`config.mk`:
```
export PLATFORM = sky130hd
export DESIGN_NAME = lpe_seq
export DESIGN_NICKNAME = d
export VERILOG_FILES = /design/src/hdl/lpe_pkg.sv /design/src/hdl/lpe_seq.sv
export SDC_FILE = /design/constraint.sdc
export NUM_CORES = 1
export LEC_CHECK = 0
export BUFFER_PORTS_ARGS = -buffer_cell sky130_fd_sc_hd__buf_2
export CELL_PAD_IN_SITES_DETAIL_PLACEMENT = 0
export CELL_PAD_IN_SITES_GLOBAL_PLACEMENT = 1
export CORE_AREA = 2 2 39 41
export CTS_CLUSTER_DIAMETER = 40
export DETAILED_ROUTE_END_ITERATION = 8
export DIE_AREA = 0 0 41 43
export MAX_ROUTING_LAYER = met4
export PLACE_DENSITY_LB_ADDON = 0.1
export SLEW_MARGIN = 10
export SYNTH_ARGS = -nofsm -noshare
export SYNTH_HDL_FRONTEND = slang
export SYNTH_SLANG_ARGS = --single-unit
```
`constraint.sdc`:
```
create_clock -name clk -period 1.6 [get_ports clk]
set_input_delay 0.24 -clock clk [delete_from_list [all_inputs] [get_ports clk]]
set_output_delay 0.24 -clock clk [all_outputs]
set_load 0.03 [all_outputs]
```
`src/hdl/lpe_pkg.sv`:
```
`timescale 1ns / 1ps
// ----------------------------------------------------------------------------
// lpe_pkg : shared types, constants and tables for the Laguerre evaluator
// Widths of the datapath, the microcode word and its ROM, and the constant
// function that yields the Horner coefficients at elaboration.
// ----------------------------------------------------------------------------
package lpe_pkg;

	// Port widths
	localparam int X_W   = 32;
	localparam int DEG_W = 4;
	localparam int ACC_W = 48;

	// Parameter defaults
	localparam int MAX_BASES_DEF = 10;
	localparam int FRAC_BITS_DEF = 16;

	// One lane per derivative order (value, first, second, third)
	localparam int N_LANES = 4;

	// Multiplier split: magnitude halves of 24 bits against a 32-bit |x|
	localparam int HALF_W = 24;
	localparam int PROD_W = HALF_W + X_W;   // one partial product
	localparam int FULL_W = 80;             // full product plus rounding
	localparam int MAG_W  = 49;             // clamped product magnitude, up to 2^48
	localparam int SUM_W  = 50;             // signed product plus coefficient

	// Microcode
	localparam int PC_W = 3;

	localparam logic [PC_W-1:0] ST_IDLE = 3'd0;
	localparam logic [PC_W-1:0] ST_MUL  = 3'd1;
	localparam logic [PC_W-1:0] ST_SUM  = 3'd2;
	localparam logic [PC_W-1:0] ST_UPD  = 3'd3;
	localparam logic [PC_W-1:0] ST_DONE = 3'd4;

	localparam logic [1:0] C_NONE     = 2'd0;
	localparam logic [1:0] C_NO_IN    = 2'd1;
	localparam logic [1:0] C_J_NZ     = 2'd2;
	localparam logic [1:0] C_OUT_BUSY = 2'd3;

	typedef struct packed {
		logic            ld;
		logic            mul;
		logic            sum;
		logic            upd;
		logic            push;
		logic [1:0]      cond;
		logic [PC_W-1:0] br_pc;
		logic [PC_W-1:0] nxt_pc;
	} ucode_t;

	// Qualified strobes from the sequencer to the datapath
	typedef struct packed {
		logic idle;
		logic take;
		logic mul;
		logic sum;
		logic upd;
		logic push;
	} ctrl_t;

	// Program: wait for a beat, then per coefficient multiply / round / accumulate,
	// loop while j is non-zero, then hand the result to the output register.
	function automatic ucode_t ucode_rom(input logic [PC_W-1:0] pc);
		ucode_t w;
		w = '0;
		case (pc)
			ST_IDLE: begin
				w.ld = 1'b1; w.cond = C_NO_IN; w.br_pc = ST_IDLE; w.nxt_pc = ST_MUL;
			end
			ST_MUL: begin
				w.mul = 1'b1; w.cond = C_NONE; w.br_pc = ST_MUL; w.nxt_pc = ST_SUM;
			end
			ST_SUM: begin
				w.sum = 1'b1; w.cond = C_NONE; w.br_pc = ST_SUM; w.nxt_pc = ST_UPD;
			end
			ST_UPD: begin
				w.upd = 1'b1; w.cond = C_J_NZ; w.br_pc = ST_MUL; w.nxt_pc = ST_DONE;
			end
			ST_DONE: begin
				w.push = 1'b1; w.cond = C_OUT_BUSY; w.br_pc = ST_DONE; w.nxt_pc = ST_IDLE;
			end
			default: begin
				w.cond = C_NONE; w.br_pc = ST_IDLE; w.nxt_pc = ST_IDLE;
			end
		endcase
		return w;
	endfunction

	// Coefficient of x^j in the m-th derivative of L_d:
	// (-1)^(j+m) C(d,j+m) / j!, FRAC fraction bits, magnitude rounded half away.
	// Evaluated with constant arguments only.
	function automatic logic signed [ACC_W-1:0] coef_val(input int d, input int m,
			input int j, input int frac);
		longint unsigned row [17];
		longint unsigned num;
		longint unsigned f;
		longint unsigned q;
		longint unsigned rem;
		longint signed   v;
		int              k;
		for (int n = 0; n < 17; n++) row[n] = 0;
		row[0] = 1;
		// Pascal rows up to d
		for (int n = 1; n <= d; n++)
			for (int t = 16; t >= 1; t--)
				row[t] = row[t] + row[t-1];
		k = j + m;
		num = (k > d) ? 64'd0 : (row[k] << frac);
		f = 1;
		for (int n = 2; n <= j; n++) f = f * longint'(n);
		num = num + (f >> 1);
		// restoring long division
		q = 0;
		rem = 0;
		for (int b = 63; b >= 0; b--) begin
			rem = {rem[62:0], num[b]};
			if (rem >= f) begin
				rem = rem - f;
				q[b] = 1'b1;
			end
		end
		v = (k % 2 == 1) ? -longint'(q) : longint'(q);
		return v[ACC_W-1:0];
	endfunction

endpackage

```
`src/hdl/lpe_seq.sv`:
```
`timescale 1ns / 1ps
// ----------------------------------------------------------------------------
// lpe_seq : microcode sequencer
// Step counter over a read-only program; one control word per step, with a
// conditional jump selected by the word. Emits qualified strobes.
// ----------------------------------------------------------------------------
module lpe_seq (
	input  logic          clk,
	input  logic          arst_n,
	input  logic          in_valid,
	input  logic          j_nz,
	input  logic          out_busy,
	output lpe_pkg::ctrl_t ctrl
);
	import lpe_pkg::*;

	logic [PC_W-1:0] pc_q;
	ucode_t          uw;
	logic            br_take;

	// control word of the current step
	assign uw = ucode_rom(pc_q);

	// jump condition
	always_comb begin
		case (uw.cond)
			C_NONE:     br_take = 1'b0;
			C_NO_IN:    br_take = !in_valid;
			C_J_NZ:     br_take = j_nz;
			C_OUT_BUSY: br_take = out_busy;
			default:    br_take = 1'b0;
		endcase
	end

	always_ff @(posedge clk or negedge arst_n) begin
		if (!arst_n) begin
			pc_q <= ST_IDLE;
		end else begin
			pc_q <= br_take ? uw.br_pc : uw.nxt_pc;
		end
	end

	// strobes; take and push only when the handshake lets them through
	always_comb begin
		ctrl.idle = uw.ld;
		ctrl.take = uw.ld & in_valid;
		ctrl.mul  = uw.mul;
		ctrl.sum  = uw.sum;
		ctrl.upd  = uw.upd;
		ctrl.push = uw.push & !out_busy;
	end

	// an accepted beat starts the multiply step straight away
	a_take_mul: assert property (@(posedge clk) disable iff (!arst_n)
		ctrl.take |=> ctrl.mul)
		else $error("lpe_seq: accepted beat not followed by multiply step");

	// last coefficient done: go to hand-off
	a_end_done: assert property (@(posedge clk) disable iff (!arst_n)
		(ctrl.upd && !j_nz) |=> (pc_q == ST_DONE))
		else $error("lpe_seq: loop exit did not reach hand-off step");

	// results leave only from the hand-off step
	a_push_done: assert property (@(posedge clk) disable iff (!arst_n)
		ctrl.push |-> (pc_q == ST_DONE))
		else $error("lpe_seq: result pushed outside hand-off step");

endmodule

```
# == After elaboration in Yosys (flattened, before gate mapping) ==
# Cells that the tools add are included.
# Widths: inputs -> output; s select.
# word_totals
output_inout_bits,6
mem_bits_rw,0
latch_bits,0
regBits,3
romBits,0
memories,0
# op_classes
n_shift,0
n_reduce_logical,4
eq_ne,7
n_lt_le_gt_ge,0
add_sub_neg,0
muxes,8
n_div,0
mul,0
bitwise,2
# op_table
cell,count
$pmux 8 s5,1
$eq 3x2->1 const B,2
$mux 1,5
$eq 2x2->1 const B,2
$pmux 1 s4,1
$eq 3x1->1 const B,1
$eq 3x3->1 const B,1
$logic_not 3->1,1
$mux 3,1
$and 1x1->1,2
$eq 2x1->1 const B,1
$logic_not 1->1,2
$logic_not 2->1,1

# == Logic depth before layout (Yosys ltp) ==
# logic_depth
ltp_word,5
mapped_depth,3

# == Worst setup path before layout ==
# No wires, ideal clock.
# synth_timing
kind,reg-to-output
startpoint,reg pc_q[0]
endpoint,out ctrl[0] in the netlist's numbering
slack_ns,-0.129
path_stages_with_launch,3
t_arrival_ns,1.489
required_ns,1.360
path_buffers,1
cell_sequence,dfrtp_1 -> clkbuf_2 -> nor4_1
# synth_lines
element,line_no,rtl
"start, declared",lpe_seq.sv:17,logic [PC_W-1:0] pc_q;
"start signal, assigned",lpe_seq.sv:39,pc_q <= br_take ? uw.br_pc : uw.nxt_pc;
"end, declared",lpe_seq.sv:13,output lpe_pkg::ctrl_t ctrl

==> results.yml <==
status:
  outcome: "finished, final reports clean"
synthesis:
  synthesis.nets: 25
  ys_top_cells_by_count: "dfrtp_1, nor2_1, a32o_1, and2_1, inv_1"
  synthCells: 20
  synth_cell_types: 13
  synth_warnings: 0
  synth_largest_area_cell: "dfrtp_1"
  ys_ff_latch: 3
  ys.flop_type: "dfrtp_1"
  syn_area_sq_um: 190.2
  synthTopCellsByArea: "dfrtp_1, a32o_1, and2_1"
  yosysTopAreaCellShare_pct: 39.47
  synthArstFlopShare_pct: 100.0
  synth_edf_count: 0
  ys_seq_area_share_pct: 39.47
  synth_area_per_cell_sq_um: 9.509
clock_network:
  cts_buffers: 3
  clkSlewWorstSetupHoldPaths_ps: 40
  cts_sinks: 3
  clkLatencyLatePin_ps: 230
  cts-resized-gates: 0
  cts-htree-levels: 1
  cts_tree: "yes"
  clk_path_buf_depth: 2
  holdBufCountCts: 1
  root_buffer: "clkbuf_4"
  post-cts-setup-buffers: 0
sta:
  hold_viol: 0
  fmax_mhz: 668.9
  tightest_slew_ps: 298.7
  setup_viol: 0
  finalClockSkew_ps: 1.779
  max-slew-margin-rel_pct: 80.09
  drv_slew: 0
  hold_ws_ps: 271.0
  fin_crit_sh_pct: 93.44
  tns_ps: 0
  rsz0062_at_grt: "no"
  layout_min_cycle_time_ps: 1495
layout:
  final_area_sq_um: 286.5
  final_layout_size_suffix_gt1_share_pct: 45.45
  multi_input_comb_area_sq_um: 97.59
  n_fill_cell: 154
  top_regs: "pc_q: 3 flops"
  fin_cells: 49
  nets: 39
  area_delta_synth_final_pct: 50.66
  regMostFlops: "pc_q"
  largest_reg_flops: 3
  register_area_sq_um: 75.07
  n_antenna_cell: 0
global_route:
  grt_max_degree: 9
  track_usage_pct: 6.598
  grt_pass1_wl_um: 745
  antenna_found_initial: 0
  gr-total-overflow: 0
  first_global_vias: 188
die:
  io_pins: 11
  fp.coreArea_sq_um: 1384
  die_y_um: 43
  dieArea_sq_um: 1763
  initial_core_util_pct: 13.74
  rows: 14
  dieWidth_um: 41
drt:
  drcViolationCount: 0
  drtPass1Iterations: 2
  final_antenna_net_count: 0
  vias_per_cell: 3.673
  post_drt_wl_per_cell_um: 9.694
  wirelength_um: 475
  drtIter0Drc: 1
  vias: 180
setup_path:
  reg2regPathDepth: 2
  required_ps: 1360
  r2r_start: "pc_q[1]"
  cp-start-kind: "flip-flop"
  regToRegEndpoint: "pc_q[2]"
  crit_fanout: 8
  crit_path_top_delay_cell: "dfrtp_1"
  critPathCaptureType: "output pin"
  crit_type: "reg -> out"
  critPathMaxStageDelay_ps: 470
  critPathArrivalTime_ps: 1260
  crit_chain: "nor3_2, and2_1, buf_2"
  r2r_slack_ps: 560
place:
  dp.cells: 44
  gp_congestion: 0.6185
  post-dp-hpwl_um: 355.8
  port_buffers: 10
  placedInstanceArea_sq_um: 250.2
job:
  maxCapViolations: 0
power:
  pwr-share-clk_pct: 19.3
  switching_power_w: 0.0003304
  p_seq_share_pct: 29.3
  p_sw_share_pct: 49.50
  intPower_w: 0.0003370
  power.total_w: 0.0006673
  power_density_nw_per_um2: 2329
  p_leak_nw: 0.1391
  pwr-share-comb_pct: 51.4
  peakVddDrop_mv: 0.5224
worst_hold_path:
  min_to: "pc_q[0]"
  hold_path_depth: 2
  worst_hold_path_type: "in -> reg"
  holdCritStartpoint: "in_valid"
## logic make-up after synthesis
group,synth area share [%]
simple gates,32.90
xor+xnor,4.606
flops,39.47
compound gates,10.53
buf+inv,12.50
## critical path: cells and delay by family (launching register included)
kind / cells / cell delay [ps]
flip-flops: 1 / 470
AND/OR/NAND/NOR: 2 / 370
buffers and inverters: 1 / 190
## placed cells by master (no fill, tap or decap)
| cell type | synthesis | final |
|---|---|---|
| a32o_1 | 2 | 2 |
| and2_1 | 2 | 2 |
| and3b_1 | 1 | 1 |
| buf_2 | 0 | 10 |
| clkbuf_1 | 0 | 1 |
| clkbuf_4 | 0 | 3 |
| dfrtp_1 | 3 | 3 |
| dlygate4sd3_1 | 0 | 1 |
| inv_1 | 2 | 2 |
| nand2b_1 | 1 | 1 |
| nor2_1 | 3 | 3 |
| nor3_2 | 1 | 1 |
| nor3b_1 | 1 | 1 |
| nor4_2 | 0 | 1 |
| xnor2_1 | 1 | 1 |
## per-layer routing
layer | routed length (um) | GRT usage (%) | part of all wire [%] | up-vias
met2 | 250 | 9.688 | 53 | 5
met3 | 27 | 1.571 | 5.7 | 0
met1 | 197 | 6.796 | 41 | 83
li1 | - | - | - | 92
met4 | 0 | 6.000 | 0 | 0
met5 | 0 | - | 0 | -
## power by group through the flow
stage | registers [W] | logic [W] | clock network (W)
4_1_cts | 0.000197 | 0.000349 | 0.000136
2_1_floorplan | 0.000131 | 0.000347 | 0
3_3_place_gp | 0.000197 | 0.000343 | 0
3_5_place_dp | 0.000198 | 0.000346 | 0
5_1_grt | 0.000206 | 0.000374 | 0.000143
6_report | 0.000195 | 0.000343 | 0.000129
## per-stage QoR
step                      utilization [%]  setup slack [ps]
after floorplan                         -             15.98
after global placement              18.08             351.8
after detailed placement            18.08             335.6
after CTS                           20.71             84.97
after global routing                20.71             8.794
final                               20.71             105.0
## layout make-up
cell class / instances / share of cell area (%)
Clock buffer: 4 / 9.170
Inverter: 2 / 2.620
Multi-Input combinational cell: 13 / 34.06
Sequential cell: 3 / 26.20
Tap cell: 16 / 6.987
Timing Repair Buffer: 11 / 20.96
## how the worst max path moves through the flow
| stage | start | endpoint | cells past startpoint |
|---|---|---|---|
| 3_5_place_dp | pc_q[1] | ctrl[4] | 3 |
| 2_1_floorplan | pc_q[0] | ctrl[4] | 3 |
| 3_3_place_gp | pc_q[2] | ctrl[0] | 3 |
| 5_1_grt | pc_q[2] | ctrl[0] | 3 |
| 4_1_cts | pc_q[1] | ctrl[4] | 3 |
| 6_report | pc_q[1] | ctrl[4] | 3 |
No activity file was read; power rests on OpenSTA's default activity.
