===== src/hdl/lpe_pkg.sv =====
`timescale 1ns / 1ps
// ----------------------------------------------------------------------------
// lpe_pkg : shared types, constants and tables for the Laguerre evaluator
// Widths of the datapath, the microcode word and its ROM, and the constant
// function that yields the Horner coefficients at elaboration.
// ----------------------------------------------------------------------------
package lpe_pkg;

	// Port widths
	localparam int X_W   = 32;
	localparam int DEG_W = 4;
	localparam int ACC_W = 48;

	// Parameter defaults
	localparam int MAX_BASES_DEF = 10;
	localparam int FRAC_BITS_DEF = 16;

	// One lane per derivative order (value, first, second, third)
	localparam int N_LANES = 4;

	// Multiplier split: magnitude halves of 24 bits against a 32-bit |x|
	localparam int HALF_W = 24;
	localparam int PROD_W = HALF_W + X_W;   // one partial product
	localparam int FULL_W = 80;             // full product plus rounding
	localparam int MAG_W  = 49;             // clamped product magnitude, up to 2^48
	localparam int SUM_W  = 50;             // signed product plus coefficient

	// Microcode
	localparam int PC_W = 3;

	localparam logic [PC_W-1:0] ST_IDLE = 3'd0;
	localparam logic [PC_W-1:0] ST_MUL  = 3'd1;
	localparam logic [PC_W-1:0] ST_SUM  = 3'd2;
	localparam logic [PC_W-1:0] ST_UPD  = 3'd3;
	localparam logic [PC_W-1:0] ST_DONE = 3'd4;

	localparam logic [1:0] C_NONE     = 2'd0;
	localparam logic [1:0] C_NO_IN    = 2'd1;
	localparam logic [1:0] C_J_NZ     = 2'd2;
	localparam logic [1:0] C_OUT_BUSY = 2'd3;

	typedef struct packed {
		logic            ld;
		logic            mul;
		logic            sum;
		logic            upd;
		logic            push;
		logic [1:0]      cond;
		logic [PC_W-1:0] br_pc;
		logic [PC_W-1:0] nxt_pc;
	} ucode_t;

	// Qualified strobes from the sequencer to the datapath
	typedef struct packed {
		logic idle;
		logic take;
		logic mul;
		logic sum;
		logic upd;
		logic push;
	} ctrl_t;

	// Program: wait for a beat, then per coefficient multiply / round / accumulate,
	// loop while j is non-zero, then hand the result to the output register.
	function automatic ucode_t ucode_rom(input logic [PC_W-1:0] pc);
		ucode_t w;
		w = '0;
		case (pc)
			ST_IDLE: begin
				w.ld = 1'b1; w.cond = C_NO_IN; w.br_pc = ST_IDLE; w.nxt_pc = ST_MUL;
			end
			ST_MUL: begin
				w.mul = 1'b1; w.cond = C_NONE; w.br_pc = ST_MUL; w.nxt_pc = ST_SUM;
			end
			ST_SUM: begin
				w.sum = 1'b1; w.cond = C_NONE; w.br_pc = ST_SUM; w.nxt_pc = ST_UPD;
			end
			ST_UPD: begin
				w.upd = 1'b1; w.cond = C_J_NZ; w.br_pc = ST_MUL; w.nxt_pc = ST_DONE;
			end
			ST_DONE: begin
				w.push = 1'b1; w.cond = C_OUT_BUSY; w.br_pc = ST_DONE; w.nxt_pc = ST_IDLE;
			end
			default: begin
				w.cond = C_NONE; w.br_pc = ST_IDLE; w.nxt_pc = ST_IDLE;
			end
		endcase
		return w;
	endfunction

	// Coefficient of x^j in the m-th derivative of L_d:
	// (-1)^(j+m) C(d,j+m) / j!, FRAC fraction bits, magnitude rounded half away.
	// Evaluated with constant arguments only.
	function automatic logic signed [ACC_W-1:0] coef_val(input int d, input int m,
			input int j, input int frac);
		longint unsigned row [17];
		longint unsigned num;
		longint unsigned f;
		longint unsigned q;
		longint unsigned rem;
		longint signed   v;
		int              k;
		for (int n = 0; n < 17; n++) row[n] = 0;
		row[0] = 1;
		// Pascal rows up to d
		for (int n = 1; n <= d; n++)
			for (int t = 16; t >= 1; t--)
				row[t] = row[t] + row[t-1];
		k = j + m;
		num = (k > d) ? 64'd0 : (row[k] << frac);
		f = 1;
		for (int n = 2; n <= j; n++) f = f * longint'(n);
		num = num + (f >> 1);
		// restoring long division
		q = 0;
		rem = 0;
		for (int b = 63; b >= 0; b--) begin
			rem = {rem[62:0], num[b]};
			if (rem >= f) begin
				rem = rem - f;
				q[b] = 1'b1;
			end
		end
		v = (k % 2 == 1) ? -longint'(q) : longint'(q);
		return v[ACC_W-1:0];
	endfunction

endpackage


===== src/hdl/lpe_lane.sv =====
`timescale 1ns / 1ps
// ----------------------------------------------------------------------------
// lpe_lane : one Horner accumulator
// acc = sat(round(acc * x / 2^FRAC_BITS) + coef), sign-magnitude product split
// into two 24x32 partial products, round and clamp, then add and saturate.
// ----------------------------------------------------------------------------
module lpe_lane #(
	parameter int FRAC_BITS = lpe_pkg::FRAC_BITS_DEF
) (
	input  logic                              clk,
	input  logic                              arst_n,
	input  lpe_pkg::ctrl_t                    ctrl,
	input  logic                              en,
	input  logic [lpe_pkg::X_W-1:0]           xmag,
	input  logic                              xneg,
	input  logic signed [lpe_pkg::ACC_W-1:0]  coef,
	output logic signed [lpe_pkg::ACC_W-1:0]  acc,
	output logic                              ov
);
	import lpe_pkg::*;

	localparam logic [FULL_W-1:0] RND       = FULL_W'(1) << (FRAC_BITS - 1);
	localparam logic [FULL_W-1:0] PROD_CLMP = FULL_W'(1) << 48;

	logic signed [ACC_W-1:0]  acc_q;
	logic                     ov_q;
	logic [PROD_W-1:0]        pl_q;
	logic [PROD_W-1:0]        ph_q;
	logic                     sgn_q;
	logic [MAG_W-1:0]         mag_q;

	logic                     aneg;
	logic [ACC_W-1:0]         amag;
	logic [FULL_W-1:0]        full;
	logic [FULL_W-1:0]        shifted;
	logic signed [SUM_W-1:0]  pv;
	logic signed [SUM_W-1:0]  sum;
	logic signed [ACC_W-1:0]  sat_val;
	logic                     sat_hit;

	// magnitude of the accumulator
	assign aneg = acc_q[ACC_W-1];
	assign amag = aneg ? (~acc_q + 1'b1) : acc_q;

	// product assembly, rounding and clamp
	assign full    = {ph_q, HALF_W'(0)} + FULL_W'(pl_q) + RND;
	assign shifted = full >> FRAC_BITS;

	// signed product plus coefficient, saturated to 48 bits
	always_comb begin
		pv      = sgn_q ? -$signed({1'b0, mag_q}) : $signed({1'b0, mag_q});
		sum     = pv + {{(SUM_W - ACC_W){coef[ACC_W-1]}}, coef};
		sat_hit = !((sum[SUM_W-1:ACC_W-1] == '0) || (sum[SUM_W-1:ACC_W-1] == '1));
		if (!sat_hit) begin
			sat_val = sum[ACC_W-1:0];
		end else if (sum[SUM_W-1]) begin
			sat_val = {1'b1, {(ACC_W-1){1'b0}}};
		end else begin
			sat_val = {1'b0, {(ACC_W-1){1'b1}}};
		end
	end

	// datapath registers
	always_ff @(posedge clk) begin
		if (ctrl.mul) begin
			pl_q  <= PROD_W'(amag[HALF_W-1:0]) * PROD_W'(xmag);
			ph_q  <= PROD_W'(amag[ACC_W-1:HALF_W]) * PROD_W'(xmag);
			sgn_q <= aneg ^ xneg;
		end
		if (ctrl.sum) begin
			mag_q <= (shifted > PROD_CLMP) ? PROD_CLMP[MAG_W-1:0] : shifted[MAG_W-1:0];
		end
		if (ctrl.take) begin
			acc_q <= '0;
		end else if (ctrl.upd && en) begin
			acc_q <= sat_val;
		end
	end

	// sticky overflow
	always_ff @(posedge clk or negedge arst_n) begin
		if (!arst_n) begin
			ov_q <= 1'b0;
		end else if (ctrl.take) begin
			ov_q <= 1'b0;
		end else if (ctrl.upd && en && sat_hit) begin
			ov_q <= 1'b1;
		end
	end

	assign acc = acc_q;
	assign ov  = ov_q;

endmodule


===== config.mk =====
export PLATFORM = sky130hd
export DESIGN_NAME = lpe_lane
export DESIGN_NICKNAME = d
export VERILOG_FILES = /design/src/hdl/lpe_pkg.sv /design/src/hdl/lpe_lane.sv
export SDC_FILE = /design/constraint.sdc
export NUM_CORES = 2
export LEC_CHECK = 0
export BUFFER_PORTS_ARGS = -buffer_cell sky130_fd_sc_hd__buf_2
export CAP_MARGIN = 20
export CORE_ASPECT_RATIO = 0.6
export CORE_UTILIZATION = 61
export CTS_BUF_LIST = sky130_fd_sc_hd__clkbuf_4
export CTS_CLUSTER_DIAMETER = 200
export DETAILED_ROUTE_END_ITERATION = 6
export GPL_ROUTABILITY_DRIVEN = 0
export HOLD_SLACK_MARGIN = 0.08
export PLACE_DENSITY_LB_ADDON = 0.12
export SYNTH_ARGS = -nofsm -noshare
export SYNTH_HDL_FRONTEND = slang
export SYNTH_SLANG_ARGS = --single-unit

===== constraint.sdc =====
create_clock -name clk -period 10.5 [get_ports clk]
set_input_delay 1.575 -clock clk [delete_from_list [all_inputs] [get_ports clk]]
set_output_delay 1.575 -clock clk [all_outputs]
set_load 0.005 [all_outputs]

* After elaboration in Yosys (flattened, before gate mapping)
Index checks and enable logic that the tools add are counted.
Storage, ports and cells: output and inout port bits 49, logic and storage cells 29, bits of input ports 90, flip-flop bits (word level) 211
Cells by class: add/sub/neg operators 5, $mul 2, eq/ne operators 1, multiplexer cells 6, $lt $le $gt $ge 1, reduce and logical (&&, ||, !) cells 6, bitwise gates (word level) 2
Operators with widths (number):
- 2-to-1 mux 48 bit | 3
- multiplier 24 x 32 -> 56 bit | 2
- adder 80 x 16 -> 80 bit, second input constant | 1
- adder 80 x 56 -> 80 bit | 1
- greater-than comparator 64 x 49 -> 1 bit, second input constant | 1
- adder 50 bit | 1
- 2-to-1 mux 50 bit | 1
- negator 49 -> 50 bit | 1
- adder 48 x 1 -> 48 bit, second input constant | 1
- NOT 48 bit | 1
- equality test 3 bit, second input constant | 1
- logical NOT 3 bit | 1
- logical AND 1 bit | 2
- 2-to-1 mux 1 bit | 2
- nonzero test 2 bit | 1
- logical NOT 1 bit | 1
- logical OR 1 bit | 1
- bitwise XOR 1 bit | 1

* Logic depth before layout (Yosys ltp)
depth after elaboration 9, mapped depth 37, mapped depth without buffers 34

* Worst setup path before layout
Ideal clock, no wire load.
kind register -> register, start point register acc_q[12] (netlist: acc[12]), end point register ph_q[55] (data pin), library setup time 0.258 ns, stages on the path, launching flop included 36, data required time 10.242 ns, arrival 9.955 ns, path buffers 1, path slack 0.288 ns, period minus slack after synthesis 10.212 ns, cells stage by stage dfxtp_1 -> or4_4 -> or4_1 -> or3_1 -> nand2b_4 -> or3_1 -> or4_4 -> or3_4 -> nand2_1 -> xnor2_1 -> clkbuf_1 -> nand2_1 -> fa_1 -> inv_1 -> fa_1 -> inv_1 -> fa_1 -> inv_1 -> fa_1 -> fa_1 -> fa_1 -> inv_1 -> fa_1 -> inv_1 -> ha_1 -> a21o_1 -> a21o_1 -> a2111oi_0 -> o311ai_0 -> o211ai_1 -> o41ai_1 -> a41o_1 -> o31ai_1 -> o221ai_1 -> a21o_1 -> xnor2_1
On the way: cells in the longest elaborated chain, start to end 4
Ends and longest elaborated chain:
- from (decl) | RTL line lpe_lane.sv:25 | logic signed [ACC_W-1:0] acc_q;
- from (signal assigned) | RTL line lpe_lane.sv:76 | acc_q <= sat_val;
- NOT 48 bit | RTL line lpe_lane.sv:43 | assign amag = aneg ? (~acc_q + 1'b1) : acc_q;
- adder 48 x 1 -> 48 bit | RTL line lpe_lane.sv:43
- 2-to-1 mux 48 bit | RTL line lpe_lane.sv:43
- multiplier 24 x 32 -> 56 bit | RTL line lpe_lane.sv:67 | ph_q <= PROD_W'(amag[ACC_W-1:HALF_W]) * PROD_W'(xmag);
- to (signal assigned) | RTL line lpe_lane.sv:67
- to (decl) | RTL line lpe_lane.sv:28 | logic [PROD_W-1:0] ph_q;
No other way between the ends. A chain may end at the register's enable or synchronous reset.

* Final worst setup path
Ends and elaborated chain as after synthesis.

==> impl_metrics.ini <==
[run_status]
failed_checks = setup timing
status = finished with violations

[floorplan]
coreArea_sq_um = 101000
io_pins = 139
die_x_microns = 415
rows = 90
dieHeight_microns = 250
dieArea_sq_um = 104000
start_util_pct = 61.9

[detailed_routing]
first_pass_iters = 6
wl_per_cell_microns = 22.1
ant_nets = 0
via_per_inst = 5.86
num_vias = 49500
drt_iter0_drc = 5163
finalWirelength_microns = 187000
drc = 0

[global_routing]
grtUsageMet2_pct = 50.3
grtUsageMet1_pct = 55.7
grt-busiest-layer = met1
grt_use_total_pct = 37.2
grt_pass1_vias = 50000
grtUsageMet3_pct = 13.4
grt_max_degree = 63
grt_pass1_wl_microns = 293000
overflow = 0
antenna_found_initial = 18

[worst_setup_path]
cp_common_cell = fa_1
end_kind = flip-flop
critPathTopFamily = adder cells
slowest_delay_ns = 0.61
crit_buf_inv = 9
reg2regPathDepth = 37
crit_slowest_cell = fa_2
start_kind = flip-flop
worstPathArrival_ns = 11.20
r2r-start = acc[12]
timing.rr.end = ph_q[55]
crit_start = acc[12]
critPathKind = reg2reg
cp-endpoint = ph_q[55]
crit_fanout = 4
r2r_setup_slack_ns = -0.19
worst-path-stages = 37
critical_path_required_ns = 11.02

[timing]
maxSlewHeadroom_pct = 7.35
maxSlewViolCount = 0
fin_tns_setup_ns = -0.672
fin_crit_sh_pct = 102
rsz0062_at_grt = yes
fmax_ghz = 0.0936
setup_viol = 6
timing.final.ws_setup_ns = -0.187
period_needed_ns = 10.69
skew_ns = 0.0414
worst_slew_pin_slew_ns = 1.38
hold_viol = 0

[final_layout]
design_area_sq_um = 66900
area_delta_synth_final_pct = 6.90
final_cell_count_no_fill = 8446
fin_nets = 8943
drive_gt1_share_pct = 8.80
n_fill_cell = 8402

[hold_path]
worstHoldPathType = reg2reg
min-delay-start = acc[0]

[clock_tree]
clk-insertion-delay-late_ns = 0.73
tritoncts = yes
root_buffer = clkbuf_4
clkSinkCount = 196
h-tree-depth = 4
cts_buffer_depth = 2
cts_buffers = 17
path_clk_slew_ns = 0.19

[placed_design]
placed_cells = 8397
dpl_cell_area_sq_um = 66200
hpwl_microns = 154000
place_ws_ns = -0.323
placement.io_buffers = 136

[flow_run]
timing.max_cap.violations = 0

[yosys]
synth_flop_cell = edfxtp_1
synth_seq_area_share_pct = 8.63
synth_top_area_share_pct = 42.1
synthesis.nets = 8866
netlist_area_sq_um = 62500
synth_cell_type_count = 91
async_flop_share_pct = 0.510
ys_ff_latch = 196
yosys_warnings = 0
yosys.area.top_type = fa_1
synth_edf_count = 147
synth_cells = 7016
syn_area_per_cell_sq_um = 8.92
synth_area_leaders = fa_1 (42%), ha_1 (8.9%), inv_1 (8.6%), edfxtp_1 (7.1%), nand2_1 (6.5%)
-- kinds of logic (layout without fill, tap and decap cells) --
kind of cell / after synthesis / after routing / synth area share, %
buf+inv: 1829 / 1919 / 11.1
xor+xnor: 272 / 272 / 3.82
compound gates: 779 / 779 / 8.33
flops: 196 / 196 / 8.63
mux: 5 / 5 / 0.0860
simple gates: 2175 / 2175 / 17.0
fa+ha+maj: 1760 / 1760 / 51.0
other cells: 0 / 6 / 0
-- metal layers --
metal	vias up	routed length [microns]	part of all wire, %
met3	296	26100	14
met2	2817	74800	40
met4	14	5650	3.0
met1	24800	80200	43
met5	-	91	0.049
li1	21600	-	-
-- stage by stage --
step           utilization (%)  hold WS, ns
3_3_place_gp              65.5        0.514
5_1_grt                   66.2        0.517
3_5_place_dp              65.5        0.512
2_1_floorplan                -        0.522
4_1_cts                   65.8        0.526
6_report                  66.2        0.533
-- final cells by class --
class	count	area (sq um)	share of cell area (%)
timing repair buffer	452	3330	4.99
antenna	6	15.0	0.0225
inverter	1435	5390	8.06
sequential	196	5400	8.08
multi-input combinational	4991	50800	76.0
tap	1334	1670	2.50
clock buffer	17	128	0.191
clock inverter	15	120	0.180
-- worst min path at each step --
stage                   to  depth (start not counted)
finish              acc[0]                          2
floorplan           acc[1]                          2
detailed placement  acc[0]                          2
CTS                     ov                          1
global route            ov                          1
global placement    acc[0]                          2
-- cell usage after synthesis (34+ instances only) --
master	n
xnor2_1	193
nand4_1	39
edfxtp_1	147
xor2_1	78
nor3_1	63
or3_1	36
clkbuf_1	366
nand2_1	1075
a21o_1	142
ha_1	444
o21ai_0	159
inv_1	1435
a211oi_1	64
dfxtp_1	48
o31ai_1	34
a21oi_1	163
and2_1	475
nor2b_1	145
nand3_1	49
nor2_1	138
fa_1	1316
-- flip-flops by register name, indices dropped and copies added, names as in the netlist --
register / cells
ov: 1
mag_q: 49
ph_q: 56
pl_q: 41
sgn_q: 1
acc: 48
-- layout by cell type, fill, tap and decap left out, types with 144 or more instances in the layout --
master / Yosys / layout
nand2_1: 1075 / 1075
inv_1: 1435 / 1431
xnor2_1: 193 / 150
buf_4: 3 / 285
o21ai_0: 159 / 154
and2_1: 475 / 475
nor2b_1: 145 / 144
edfxtp_1: 147 / 147
ha_1: 444 / 443
a21oi_1: 163 / 160
fa_1: 1316 / 1314
-- worst reg2reg max path, delay by kind of cell, from the launching register on --
family | cells | cell delay, ns
adder cells (fa/ha/maj) | 8 | 3.96
AND/OR/NAND/NOR | 10 | 3.33
AO/OA/AOI/OAI | 8 | 1.70
buffers and inverters | 9 | 0.93
flip-flops | 1 | 0.36
XOR/XNOR | 2 | 0.21
-- what timing repair did --
| item | CTS | global route |
|---|---|---|
| hold buffers | 0 | 0 |
| buffers inserted | 0 | 11 |
| cloned | 0 | 1 |
| endpoints found under the setup margin | 15 | 27 |
| pin swaps | 2 | 7 |
| gates resized for setup | 11 | 53 |
Power is not shown: default switching activity piles up to over one toggle a cycle in this logic, so the estimate is an artifact.
